$ cat src/design/fdvf_pkg.sv
// Package: shared constants, types and tap weights of the deinterlace vertical filter.
`timescale 1ns / 1ps
package fdvf_pkg;

   // Column geometry
   localparam int MAX_COLUMN_ROWS = 2048;
   localparam int ROW_W           = $clog2(MAX_COLUMN_ROWS);
   localparam int WIN_ROWS        = 11;
   localparam int CENTRE          = 5;
   localparam int TAPS            = 6;
   localparam int TAP_W           = $clog2(TAPS + 1);

   // Arithmetic widths
   localparam int WGT_W  = 9;   // signed tap weight
   localparam int WA_W   = 17;  // weight * alpha
   localparam int SA_W   = 18;  // alpha sum
   localparam int SW_W   = 10;  // weight sum
   localparam int SC_W   = 26;  // colour sum
   localparam int REM_W  = 27;  // divider remainder
   localparam int QB     = 9;   // quotient bits kept, top one means saturate

   typedef enum logic [1:0] {
      CH_RED,
      CH_GREEN,
      CH_BLUE,
      CH_ALPHA
   } chan_type;

   typedef enum logic [2:0] {
      ST_IDLE,
      ST_EMIT,
      ST_ACC,
      ST_DIV_GO,
      ST_DIV_WAIT,
      ST_OUT,
      ST_FLUSH,
      ST_TEST
   } state_type;

   typedef struct packed {
      logic             shift_in;
      logic             shift_flush;
      logic             clear_vld;
      logic             acc_clear;
      logic             tap_en;
      logic [TAP_W-1:0] tap_idx;
      logic             div_start;
      chan_type         div_sel;
      logic             load_out;
      logic             kept;
      logic [ROW_W-1:0] row;
      logic             done;
   } ctrl_cmd_type;

   typedef struct packed {
      logic centre_vld;
      logic div_done;
      logic out_free;
   } dp_status_type;

   // Weights 9,-50,225,225,-50,9 (exact over 368)
   function automatic logic signed [WGT_W-1:0] tap_weight(input logic [TAP_W-1:0] k);
      logic signed [WGT_W-1:0] w;
      case (k)
         3'd0:    w = 9'sd9;
         3'd1:    w = -9'sd50;
         3'd2:    w = 9'sd225;
         3'd3:    w = 9'sd225;
         3'd4:    w = -9'sd50;
         3'd5:    w = 9'sd9;
         default: w = 9'sd0;
      endcase
      return w;
   endfunction

endpackage

$ cat src/design/fdvf_div.sv
// Serial restoring divider: rounded, clamped 8-bit ratio of two signed sums.
`timescale 1ns / 1ps
module fdvf_div (
   input  logic                               clock,
   input  logic                               reset,
   input  logic                               start,
   input  logic signed [fdvf_pkg::SC_W-1:0]   num,
   input  logic signed [fdvf_pkg::SA_W-1:0]   den,
   output logic                               done,
   output logic [7:0]                         quo
);
   import fdvf_pkg::*;

   logic [REM_W-1:0] rem_ff, rem_in;
   logic [REM_W-1:0] trial_ff, trial_in;
   logic [QB-1:0]    q_ff, q_in;
   logic [3:0]       cnt_ff, cnt_in;
   logic             busy_ff, busy_in;
   logic             done_ff, done_in;
   logic             zero_ff, zero_in;
   logic             bit_ok;

   assign bit_ok = rem_ff >= trial_ff;

   // Load 2*num+den over 2*den<<8, then one quotient bit per cycle
   always_comb begin
      rem_in   = rem_ff;
      trial_in = trial_ff;
      q_in     = q_ff;
      cnt_in   = cnt_ff;
      busy_in  = busy_ff;
      done_in  = 1'b0;
      zero_in  = zero_ff;
      if (start) begin
         zero_in  = (num <= 0) || (den <= 0);
         rem_in   = REM_W'({num[SC_W-2:0], 1'b0}) + REM_W'(den[SA_W-2:0]);
         trial_in = REM_W'({den[SA_W-2:0], 1'b0, 8'd0});
         q_in     = '0;
         cnt_in   = 4'd8;
         busy_in  = 1'b1;
      end else if (busy_ff) begin
         if (bit_ok) begin
            rem_in = rem_ff - trial_ff;
         end
         q_in     = {q_ff[QB-2:0], bit_ok};
         trial_in = trial_ff >> 1;
         cnt_in   = cnt_ff - 4'd1;
         if (cnt_ff == 4'd0) begin
            busy_in = 1'b0;
            done_in = 1'b1;
         end
      end
   end

   always_ff @(posedge clock) begin
      rem_ff   <= rem_in;
      trial_ff <= trial_in;
      q_ff     <= q_in;
      cnt_ff   <= cnt_in;
      zero_ff  <= zero_in;
      if (reset) begin
         busy_ff <= 1'b0;
         done_ff <= 1'b0;
      end else begin
         busy_ff <= busy_in;
         done_ff <= done_in;
      end
   end

   assign done = done_ff;
   assign quo  = zero_ff ? 8'd0 : (q_ff[QB-1] ? 8'hFF : q_ff[7:0]);

endmodule

$ cat src/design/fdvf_datapath.sv
// Datapath: row window, tap accumulation, divider and output register.
`timescale 1ns / 1ps
module fdvf_datapath (
   input  logic                    clock,
   input  logic                    reset,
   input  fdvf_pkg::ctrl_cmd_type  cmd,
   output fdvf_pkg::dp_status_type status,
   input  logic [31:0]             pixel,
   output logic                    rsp_tvalid,
   input  logic                    rsp_tready,
   output logic [47:0]             rsp_tdata,
   output logic                    rsp_tlast
);
   import fdvf_pkg::*;

   logic [31:0]           win_ff [WIN_ROWS];
   logic [31:0]           win_in [WIN_ROWS];
   logic [WIN_ROWS-1:0]   vld_ff, vld_in;

   logic signed [WA_W-1:0]  wa1_ff, wa1_in;
   logic signed [WGT_W-1:0] w1_ff, w1_in;
   logic [7:0]              r1_ff, g1_ff, b1_ff, r1_in, g1_in, b1_in;
   logic                    t1_ff, t1_in;

   logic signed [SA_W-1:0] sa_ff, sa_in;
   logic signed [SW_W-1:0] sw_ff, sw_in;
   logic signed [SC_W-1:0] sr_ff, sg_ff, sb_ff, sr_in, sg_in, sb_in;

   logic [7:0] res_r_ff, res_g_ff, res_b_ff, res_a_ff;
   logic [7:0] res_r_in, res_g_in, res_b_in, res_a_in;

   logic        ovld_ff, ovld_in;
   logic [47:0] odata_ff, odata_in;
   logic        olast_ff, olast_in;

   logic [31:0]              tap_px;
   logic                     tap_vld;
   logic signed [WGT_W-1:0]  tap_w;
   logic signed [2*WGT_W-1:0] wa_full;
   logic signed [SC_W-1:0]   pr, pg, pb;
   logic signed [SC_W-1:0]   div_num;
   logic signed [SA_W-1:0]   div_den;
   logic                     div_done;
   logic [7:0]               div_quo;
   logic [31:0]              centre_px;
   logic [31:0]              out_px;

   // Window shift: new rows at slot 0, flush pushes empty slots
   always_comb begin
      win_in = win_ff;
      vld_in = vld_ff;
      if (cmd.clear_vld) begin
         vld_in = '0;
      end else if (cmd.shift_in || cmd.shift_flush) begin
         for (int i = WIN_ROWS - 1; i > 0; i--) begin
            win_in[i] = win_ff[i-1];
         end
         win_in[0] = pixel;
         vld_in    = {vld_ff[WIN_ROWS-2:0], cmd.shift_in};
      end
   end

   // Tap select: tap k sits at slot 10-2k
   always_comb begin
      case (cmd.tap_idx)
         3'd0:    begin tap_px = win_ff[10]; tap_vld = vld_ff[10]; end
         3'd1:    begin tap_px = win_ff[8];  tap_vld = vld_ff[8];  end
         3'd2:    begin tap_px = win_ff[6];  tap_vld = vld_ff[6];  end
         3'd3:    begin tap_px = win_ff[4];  tap_vld = vld_ff[4];  end
         3'd4:    begin tap_px = win_ff[2];  tap_vld = vld_ff[2];  end
         3'd5:    begin tap_px = win_ff[0];  tap_vld = vld_ff[0];  end
         default: begin tap_px = win_ff[0];  tap_vld = 1'b0;       end
      endcase
   end

   assign tap_w   = tap_weight(cmd.tap_idx);
   assign wa_full = tap_w * $signed({1'b0, tap_px[31:24]});

   // Stage one: weighted alpha of the tap
   always_comb begin
      wa1_in = wa1_ff;
      w1_in  = w1_ff;
      r1_in  = r1_ff;
      g1_in  = g1_ff;
      b1_in  = b1_ff;
      t1_in  = cmd.tap_en;
      if (cmd.tap_en) begin
         wa1_in = tap_vld ? wa_full[WA_W-1:0] : '0;
         w1_in  = tap_vld ? tap_w : '0;
         r1_in  = tap_px[7:0];
         g1_in  = tap_px[15:8];
         b1_in  = tap_px[23:16];
      end
   end

   assign pr = wa1_ff * $signed({1'b0, r1_ff});
   assign pg = wa1_ff * $signed({1'b0, g1_ff});
   assign pb = wa1_ff * $signed({1'b0, b1_ff});

   // Stage two: accumulate sums
   always_comb begin
      sa_in = sa_ff;
      sw_in = sw_ff;
      sr_in = sr_ff;
      sg_in = sg_ff;
      sb_in = sb_ff;
      if (cmd.acc_clear) begin
         sa_in = '0;
         sw_in = '0;
         sr_in = '0;
         sg_in = '0;
         sb_in = '0;
      end else if (t1_ff) begin
         sa_in = sa_ff + SA_W'(wa1_ff);
         sw_in = sw_ff + SW_W'(w1_ff);
         sr_in = sr_ff + pr;
         sg_in = sg_ff + pg;
         sb_in = sb_ff + pb;
      end
   end

   // Divider operands per channel
   always_comb begin
      case (cmd.div_sel)
         CH_RED:   begin div_num = sr_ff; div_den = sa_ff; end
         CH_GREEN: begin div_num = sg_ff; div_den = sa_ff; end
         CH_BLUE:  begin div_num = sb_ff; div_den = sa_ff; end
         CH_ALPHA: begin div_num = SC_W'(sa_ff); div_den = SA_W'(sw_ff); end
         default:  begin div_num = '0; div_den = '0; end
      endcase
   end

   fdvf_div u_div (
      .clock (clock),
      .reset (reset),
      .start (cmd.div_start),
      .num   (div_num),
      .den   (div_den),
      .done  (div_done),
      .quo   (div_quo)
   );

   // Capture quotients
   always_comb begin
      res_r_in = res_r_ff;
      res_g_in = res_g_ff;
      res_b_in = res_b_ff;
      res_a_in = res_a_ff;
      if (div_done) begin
         case (cmd.div_sel)
            CH_RED:   res_r_in = div_quo;
            CH_GREEN: res_g_in = div_quo;
            CH_BLUE:  res_b_in = div_quo;
            CH_ALPHA: res_a_in = div_quo;
            default:  res_a_in = res_a_ff;
         endcase
      end
   end

   assign centre_px = win_ff[CENTRE];
   assign out_px    = cmd.kept ? centre_px : {res_a_ff, res_b_ff, res_g_ff, res_r_ff};

   // Output register
   always_comb begin
      ovld_in  = ovld_ff;
      odata_in = odata_ff;
      olast_in = olast_ff;
      if (ovld_ff && rsp_tready) begin
         ovld_in = 1'b0;
      end
      if (cmd.load_out) begin
         ovld_in  = 1'b1;
         odata_in = {5'd0, cmd.row, out_px};
         olast_in = cmd.done;
      end
   end

   always_ff @(posedge clock) begin
      win_ff   <= win_in;
      wa1_ff   <= wa1_in;
      w1_ff    <= w1_in;
      r1_ff    <= r1_in;
      g1_ff    <= g1_in;
      b1_ff    <= b1_in;
      sa_ff    <= sa_in;
      sw_ff    <= sw_in;
      sr_ff    <= sr_in;
      sg_ff    <= sg_in;
      sb_ff    <= sb_in;
      res_r_ff <= res_r_in;
      res_g_ff <= res_g_in;
      res_b_ff <= res_b_in;
      res_a_ff <= res_a_in;
      odata_ff <= odata_in;
      olast_ff <= olast_in;
      if (reset) begin
         vld_ff  <= '0;
         t1_ff   <= 1'b0;
         ovld_ff <= 1'b0;
      end else begin
         vld_ff  <= vld_in;
         t1_ff   <= t1_in;
         ovld_ff <= ovld_in;
      end
   end

   assign status.centre_vld = vld_ff[CENTRE];
   assign status.div_done   = div_done;
   assign status.out_free   = !ovld_ff || rsp_tready;

   assign rsp_tvalid = ovld_ff;
   assign rsp_tdata  = odata_ff;
   assign rsp_tlast  = olast_ff;

endmodule

$ cat src/design/fdvf_ctrl.sv
// Controller: sequences row intake, tap accumulation, division and flush.
`timescale 1ns / 1ps
module fdvf_ctrl (
   input  logic                    clock,
   input  logic                    reset,
   input  logic                    req_tvalid,
   output logic                    req_tready,
   input  logic                    req_tlast,
   input  logic                    csr_wr_en,
   input  logic                    csr_wr_data,
   input  fdvf_pkg::dp_status_type status,
   output fdvf_pkg::ctrl_cmd_type  cmd
);
   import fdvf_pkg::*;

   state_type        state_ff, state_in;
   logic [ROW_W-1:0] rows_ff, rows_in;
   logic [ROW_W-1:0] row_ff, row_in;
   logic             last_ff, last_in;
   logic             flushing_ff, flushing_in;
   logic [2:0]       flush_cnt_ff, flush_cnt_in;
   logic [TAP_W-1:0] tap_cnt_ff, tap_cnt_in;
   chan_type         ch_ff, ch_in;
   logic             rebuild_ff;
   logic             last_now;
   logic             kept;

   // Row is rebuilt when its evenness matches the register
   assign kept     = ((!row_ff[0]) != rebuild_ff);
   assign last_now = req_tlast || (rows_ff == ROW_W'(MAX_COLUMN_ROWS - 1));

   always_comb begin
      state_in     = state_ff;
      rows_in      = rows_ff;
      row_in       = row_ff;
      last_in      = last_ff;
      flushing_in  = flushing_ff;
      flush_cnt_in = flush_cnt_ff;
      tap_cnt_in   = tap_cnt_ff;
      ch_in        = ch_ff;
      req_tready   = 1'b0;
      cmd             = '0;
      cmd.tap_idx     = tap_cnt_ff;
      cmd.div_sel     = ch_ff;
      cmd.kept        = kept;
      cmd.row         = row_ff;
      cmd.done        = flushing_ff && (flush_cnt_ff == 3'd5);
      case (state_ff)
         ST_IDLE: begin
            req_tready = 1'b1;
            if (req_tvalid) begin
               cmd.shift_in = 1'b1;
               row_in       = rows_ff - ROW_W'(CENTRE);
               last_in      = last_now;
               flushing_in  = 1'b0;
               flush_cnt_in = 3'd0;
               rows_in      = last_now ? '0 : rows_ff + ROW_W'(1);
               if (rows_ff >= ROW_W'(CENTRE)) begin
                  state_in = ST_EMIT;
               end else if (last_now) begin
                  state_in = ST_FLUSH;
               end
            end
         end
         ST_EMIT: begin
            if (kept) begin
               state_in = ST_OUT;
            end else begin
               cmd.acc_clear = 1'b1;
               tap_cnt_in    = '0;
               state_in      = ST_ACC;
            end
         end
         ST_ACC: begin
            cmd.tap_en = (tap_cnt_ff < TAP_W'(TAPS));
            tap_cnt_in = tap_cnt_ff + TAP_W'(1);
            if (tap_cnt_ff == TAP_W'(TAPS)) begin
               ch_in    = CH_RED;
               state_in = ST_DIV_GO;
            end
         end
         ST_DIV_GO: begin
            cmd.div_start = 1'b1;
            state_in      = ST_DIV_WAIT;
         end
         ST_DIV_WAIT: begin
            if (status.div_done) begin
               if (ch_ff == CH_ALPHA) begin
                  state_in = ST_OUT;
               end else begin
                  ch_in    = chan_type'(ch_ff + 2'd1);
                  state_in = ST_DIV_GO;
               end
            end
         end
         ST_OUT: begin
            if (status.out_free) begin
               cmd.load_out = 1'b1;
               if (flushing_ff) begin
                  if (flush_cnt_ff == 3'd5) begin
                     cmd.clear_vld = 1'b1;
                     state_in      = ST_IDLE;
                  end else begin
                     state_in = ST_FLUSH;
                  end
               end else if (last_ff) begin
                  state_in = ST_FLUSH;
               end else begin
                  state_in = ST_IDLE;
               end
            end
         end
         ST_FLUSH: begin
            cmd.shift_flush = 1'b1;
            flushing_in     = 1'b1;
            flush_cnt_in    = flush_cnt_ff + 3'd1;
            row_in          = row_ff + ROW_W'(1);
            state_in        = ST_TEST;
         end
         ST_TEST: begin
            state_in = status.centre_vld ? ST_EMIT : ST_FLUSH;
         end
         default: begin
            state_in = ST_IDLE;
         end
      endcase
   end

   always_ff @(posedge clock) begin
      row_ff     <= row_in;
      last_ff    <= last_in;
      tap_cnt_ff <= tap_cnt_in;
      ch_ff      <= ch_in;
      if (reset) begin
         state_ff     <= ST_IDLE;
         rows_ff      <= '0;
         flushing_ff  <= 1'b0;
         flush_cnt_ff <= 3'd0;
         rebuild_ff   <= 1'b1;
      end else begin
         state_ff     <= state_in;
         rows_ff      <= rows_in;
         flushing_ff  <= flushing_in;
         flush_cnt_ff <= flush_cnt_in;
         if (csr_wr_en) begin
            rebuild_ff <= csr_wr_data;
         end
      end
   end

endmodule

$ cat src/design/field_deinterlace_vertical_filter.sv
// A row leaves five rows after it arrives; a kept row goes from select to the output load,
// a rebuilt row through select, tap accumulation, four divisions and the output load.
// A new beat is taken only in idle, once the previous row is done and loaded for output;
// rebuilt rows are paced by the single serial divider shared by the four channels.
// Reset (synchronous): empty window, row count zero, no result held, even rows rebuilt.
`timescale 1ns / 1ps
module field_deinterlace_vertical_filter (
   input  logic        clock,
   input  logic        reset,
   input  logic        req_tvalid,
   output logic        req_tready,
   input  logic [31:0] req_tdata,  // in_red, in_green, in_blue, in_alpha
   input  logic        req_tlast,  // end_of_column
   output logic        rsp_tvalid,
   input  logic        rsp_tready,
   output logic [47:0] rsp_tdata,  // out_red, out_green, out_blue, out_alpha, out_row, pad
   output logic        rsp_tlast,  // column_done
   input  logic        csr_wr_en,
   input  logic        csr_wr_data // rebuild_even_rows
);
   import fdvf_pkg::*;

   ctrl_cmd_type  cmd;
   dp_status_type status;

   fdvf_ctrl u_ctrl (
      .clock       (clock),
      .reset       (reset),
      .req_tvalid  (req_tvalid),
      .req_tready  (req_tready),
      .req_tlast   (req_tlast),
      .csr_wr_en   (csr_wr_en),
      .csr_wr_data (csr_wr_data),
      .status      (status),
      .cmd         (cmd)
   );

   fdvf_datapath u_datapath (
      .clock      (clock),
      .reset      (reset),
      .cmd        (cmd),
      .status     (status),
      .pixel      (req_tdata),
      .rsp_tvalid (rsp_tvalid),
      .rsp_tready (rsp_tready),
      .rsp_tdata  (rsp_tdata),
      .rsp_tlast  (rsp_tlast)
   );

endmodule

$ cat config.mk
export PLATFORM = sky130hd
export DESIGN_NAME = field_deinterlace_vertical_filter
export DESIGN_NICKNAME = d
export VERILOG_FILES = /design/src/design/fdvf_pkg.sv /design/src/design/fdvf_div.sv /design/src/design/fdvf_datapath.sv /design/src/design/fdvf_ctrl.sv /design/src/design/field_deinterlace_vertical_filter.sv
export SDC_FILE = /design/constraint.sdc
export NUM_CORES = 2
export LEC_CHECK = 0
export ABC_AREA = 1
export BUFFER_PORTS_ARGS = -buffer_cell sky130_fd_sc_hd__buf_2
export CAP_MARGIN = 10
export CORE_AREA = 2 2 298 359
export CTS_BUF_LIST = sky130_fd_sc_hd__clkbuf_4
export DETAILED_ROUTE_END_ITERATION = 10
export DIE_AREA = 0 0 300 361
export MAX_ROUTING_LAYER = met4
export PLACE_DENSITY_LB_ADDON = 0.05
export SLEW_MARGIN = 10
export SYNTH_ARGS = -nofsm -noshare
export SYNTH_HDL_FRONTEND = slang
export SYNTH_SLANG_ARGS = --single-unit
$ cat constraint.sdc
create_clock -name clock -period 9.49 [get_ports clock]
set_clock_uncertainty 0.2 [all_clocks]
set_input_delay 0.949 -clock clock [delete_from_list [all_inputs] [get_ports clock]]
set_output_delay 0.949 -clock clock [all_outputs]
set_load 0.05 [all_outputs]
==> impl_metrics.csv <==
group,metric,value,unit
status,status,"complete, no violations",
detailed_routing,dr.pass1.iters,7,
synth,yosys.area_share.simple,17.9,%
sta,rsz0062_at_grt,"no",
placed_design,dp_slack,2.76,ns
global_route,grt-ovfl-total,0,
floorplan,io_pins,90,
synth,synth_top_family_by_area,"adder cells",
global_route,grt_pass1_vias,40376,
synth,ys_seq_elements,698,
sta,hold_viol,0,
placed_design,gp_congestion,0.952,
placed_design,placed_cell_area,53900,µm²
floorplan,die_w,300,µm
detailed_routing,via_count,40088,
global_route,grt_antenna_before_repair,3,
setup_path,r2r_slack,2.80,ns
cts,clk_pin_slew,0.07,ns
sta,clock.fmax,0.150,GHz
synth,avgSynthCellArea,8.51,µm²
cts,clk_latency,1.19,ns
global_route,grt_max_degree,165,
setup_path,cp.required,10.16,ns
synth,synth-edff-count,536,
synth,synth_cell_type_count,55,
worst_hold_path,hp-class,"flip-flop to flip-flop",
floorplan,die_area,108000,µm²
sta,relSlewSlack,27.8,%
sta,post-route-min-period,6.69,ns
cts,cts_root_buf,"clkbuf_4",
cts,cts_made_buffers,186,
synth,synth_compound_area_share,7.72,%
setup_path,crit_fanout,34,
detailed_routing,antenna_left,0,
cts,cts_tree,"built",
global_route,grt_usage,28.1,%
finish,layout.nets,7076,
synth,async_reset_ff_share,0,%
finish,fin_area,56700,µm²
setup_path,cp-start-kind,"flip-flop",
detailed_routing,route.detailed.drc,0,
synth,synth.area.mux_share,0,%
setup_path,crit_path_end_kind,"flip-flop",
synth,synthXorXnorAreaFrac,1.41,%
synth,ys_seq_area_share,37.1,%
sta,setup_tns,0,ns
cts,numClockSinks,698,
detailed_routing,vias_per_cell,5.12,
cts,postCtsHoldBufs,39,
sta,setup_viol,0,
cts,cts_setup_buffers,0,
finish,post-route-util,54.3,%
floorplan,core_area,104000,µm²
floorplan,row_count,130,
setup_path,cp.arrival,7.35,ns
sta,worst_slack,2.80,ns
synth,syn_area,52200,µm²
detailed_routing,dr.first_iter.drc_count,2669,
finish,final_layout_size_suffix_gt1_share,7.35,%
detailed_routing,post_drt_wl_per_cell,18.6,µm
synth,synthAdderAreaFrac,24.1,%
floorplan,initial_core_util,50.0,%
cts,cts_buffer_depth,3,
placed_design,io_buffers,84,
synth,synth_flop_cell,"edfxtp_1",
job,drv_cap,0,
placed_design,dp_hpwl,110000,µm
finish,syn_to_final_growth,8.64,%
setup_path,crit_type,"flip-flop to flip-flop",
sta,period_share,70.5,%
cts,htreeDepth,4,
detailed_routing,routed_wl,146000,µm
sta,drv_slew,0,
floorplan,die_h,361,µm
synth,yosys_warnings,0,
sta,worst_pin_slew,1.08,ns
global_route,grt_pass1_wl,227000,µm
cts,cts_resized,0,
synth,synth_cells,6133,
-- worst paths after layout --
check,from,endpoint,depth (start not counted)
hold / removal,u_datapath.win_ff[290],u_datapath.win_ff[258],0
setup reg to reg,u_ctrl.tap_cnt_ff[2],u_datapath.wa1_ff[13],23
setup / recovery,u_ctrl.tap_cnt_ff[2],u_datapath.wa1_ff[13],23
hold reg to reg,u_datapath.win_ff[290],u_datapath.win_ff[258],0
-- Yosys cell counts, types with 24 or more instances --
master / instances / area, µm²
nand2_1: 1466 / 5500
inv_1: 1413 / 5300
edfxtp_1: 536 / 16100
fa_1: 441 / 8830
nor2_1: 369 / 1390
a21oi_1: 310 / 1550
ha_1: 300 / 3750
o21ai_0: 282 / 1410
nand3_1: 256 / 1280
dfxtp_1: 162 / 3240
clkbuf_1: 148 / 556
nand4_1: 71 / 444
xor2_1: 60 / 526
nor3_1: 36 / 180
a221oi_1: 24 / 210
buf_2: 24 / 120
xnor2_1: 24 / 210
-- flip-flops by register name (all words and copies together), names as in the netlist, 9 cells and up --
signal and count:
u_datapath.vld_ff 11, u_datapath.u_div.rem_ff 27, u_datapath.sg_ff 26, u_datapath.centre_px 32, u_datapath.rsp_tdata 43, u_ctrl.row_ff 11, u_datapath.sa_ff 18, u_ctrl.rows_ff 11
u_datapath.u_div.trial_ff 26, u_datapath.sb_ff 26, u_datapath.u_div.q_ff 9, u_datapath.wa1_ff 17, u_datapath.sw_ff 10, u_datapath.win_ff 320, u_datapath.sr_ff 26
-- per-stage QoR --
stage	std cells	hold slack, ns
final	7827	0.193
after global routing	7827	0.174
after CTS	7822	0.155
after global placement	7455	0.200
after floorplan	6137	0.200
after detailed placement	7455	0.205
-- critical path, stage by stage (launching register included) --
cell and delay (ns):
edfxtp_1 0.56, inv_4 0.16, ha_2 0.81, inv_1 0.18
nand2_4 0.16, nor2_8 0.07, nand2_4 0.25, nand4_1 0.16
o21ai_2 0.16, nor2_1 0.19, fa_1 0.76, fa_1 0.51
fa_1 0.54, inv_1 0.05, fa_1 0.47, inv_1 0.04
ha_1 0.36, nand2_1 0.09, o21ai_0 0.25, a21oi_1 0.13
o21bai_1 0.19, nand2_1 0.07, nand2_1 0.06, nor2_1 0.04
-- layout make-up --
class / count / area [µm²]
fill: 10038 / 47700
multi-input combinational: 3823 / 26700
sequential: 698 / 19300
inverter: 1423 / 5350
clock buffer: 273 / 2050
tap: 1386 / 1730
timing repair buffer: 164 / 1130
clock inverter: 55 / 323
antenna: 5 / 12.5
-- routing by layer --
metal / GRT usage, % / wire length, µm / vias up
met3: 4.07 / 6400 / 271
met4: 10.1 / 4990 / 0
met5: - / 0 / -
met1: 33.6 / 60500 / 19255
li1: - / - / 19595
met2: 48.3 / 73700 / 967
-- cells in the final DEF (no fill, tap or decap), types with 20 or more instances in the layout --
cell type and n:
dlygate4sd3_1 39, o21bai_1 23, xor2_1 60, nor2_1 367
inv_1 1412, o21ai_0 282, xnor2_1 24, ha_1 299
o22ai_1 20, clkbuf_4 273, dfxtp_1 160, buf_4 40
fa_1 441, buf_2 84, a21oi_1 309, nand2_1 1465
a221oi_1 24, nor3_1 36, nand4_1 71, clkinv_1 35
edfxtp_1 536, nand3_1 256
-- cells by family (layout without fill, tap and decap cells) --
family	Yosys count	count (layout)
buffers and inverters	1616	1915
AOI/OAI and AO/OA	730	730
adders and majority gates	741	741
other	1	10
and+or+nand+nor	2263	2263
DFF	698	698
xor gates and xnor gates	84	84
Power is not shown: default switching activity piles up to over one toggle a cycle in this logic, so the estimate is an artifact.
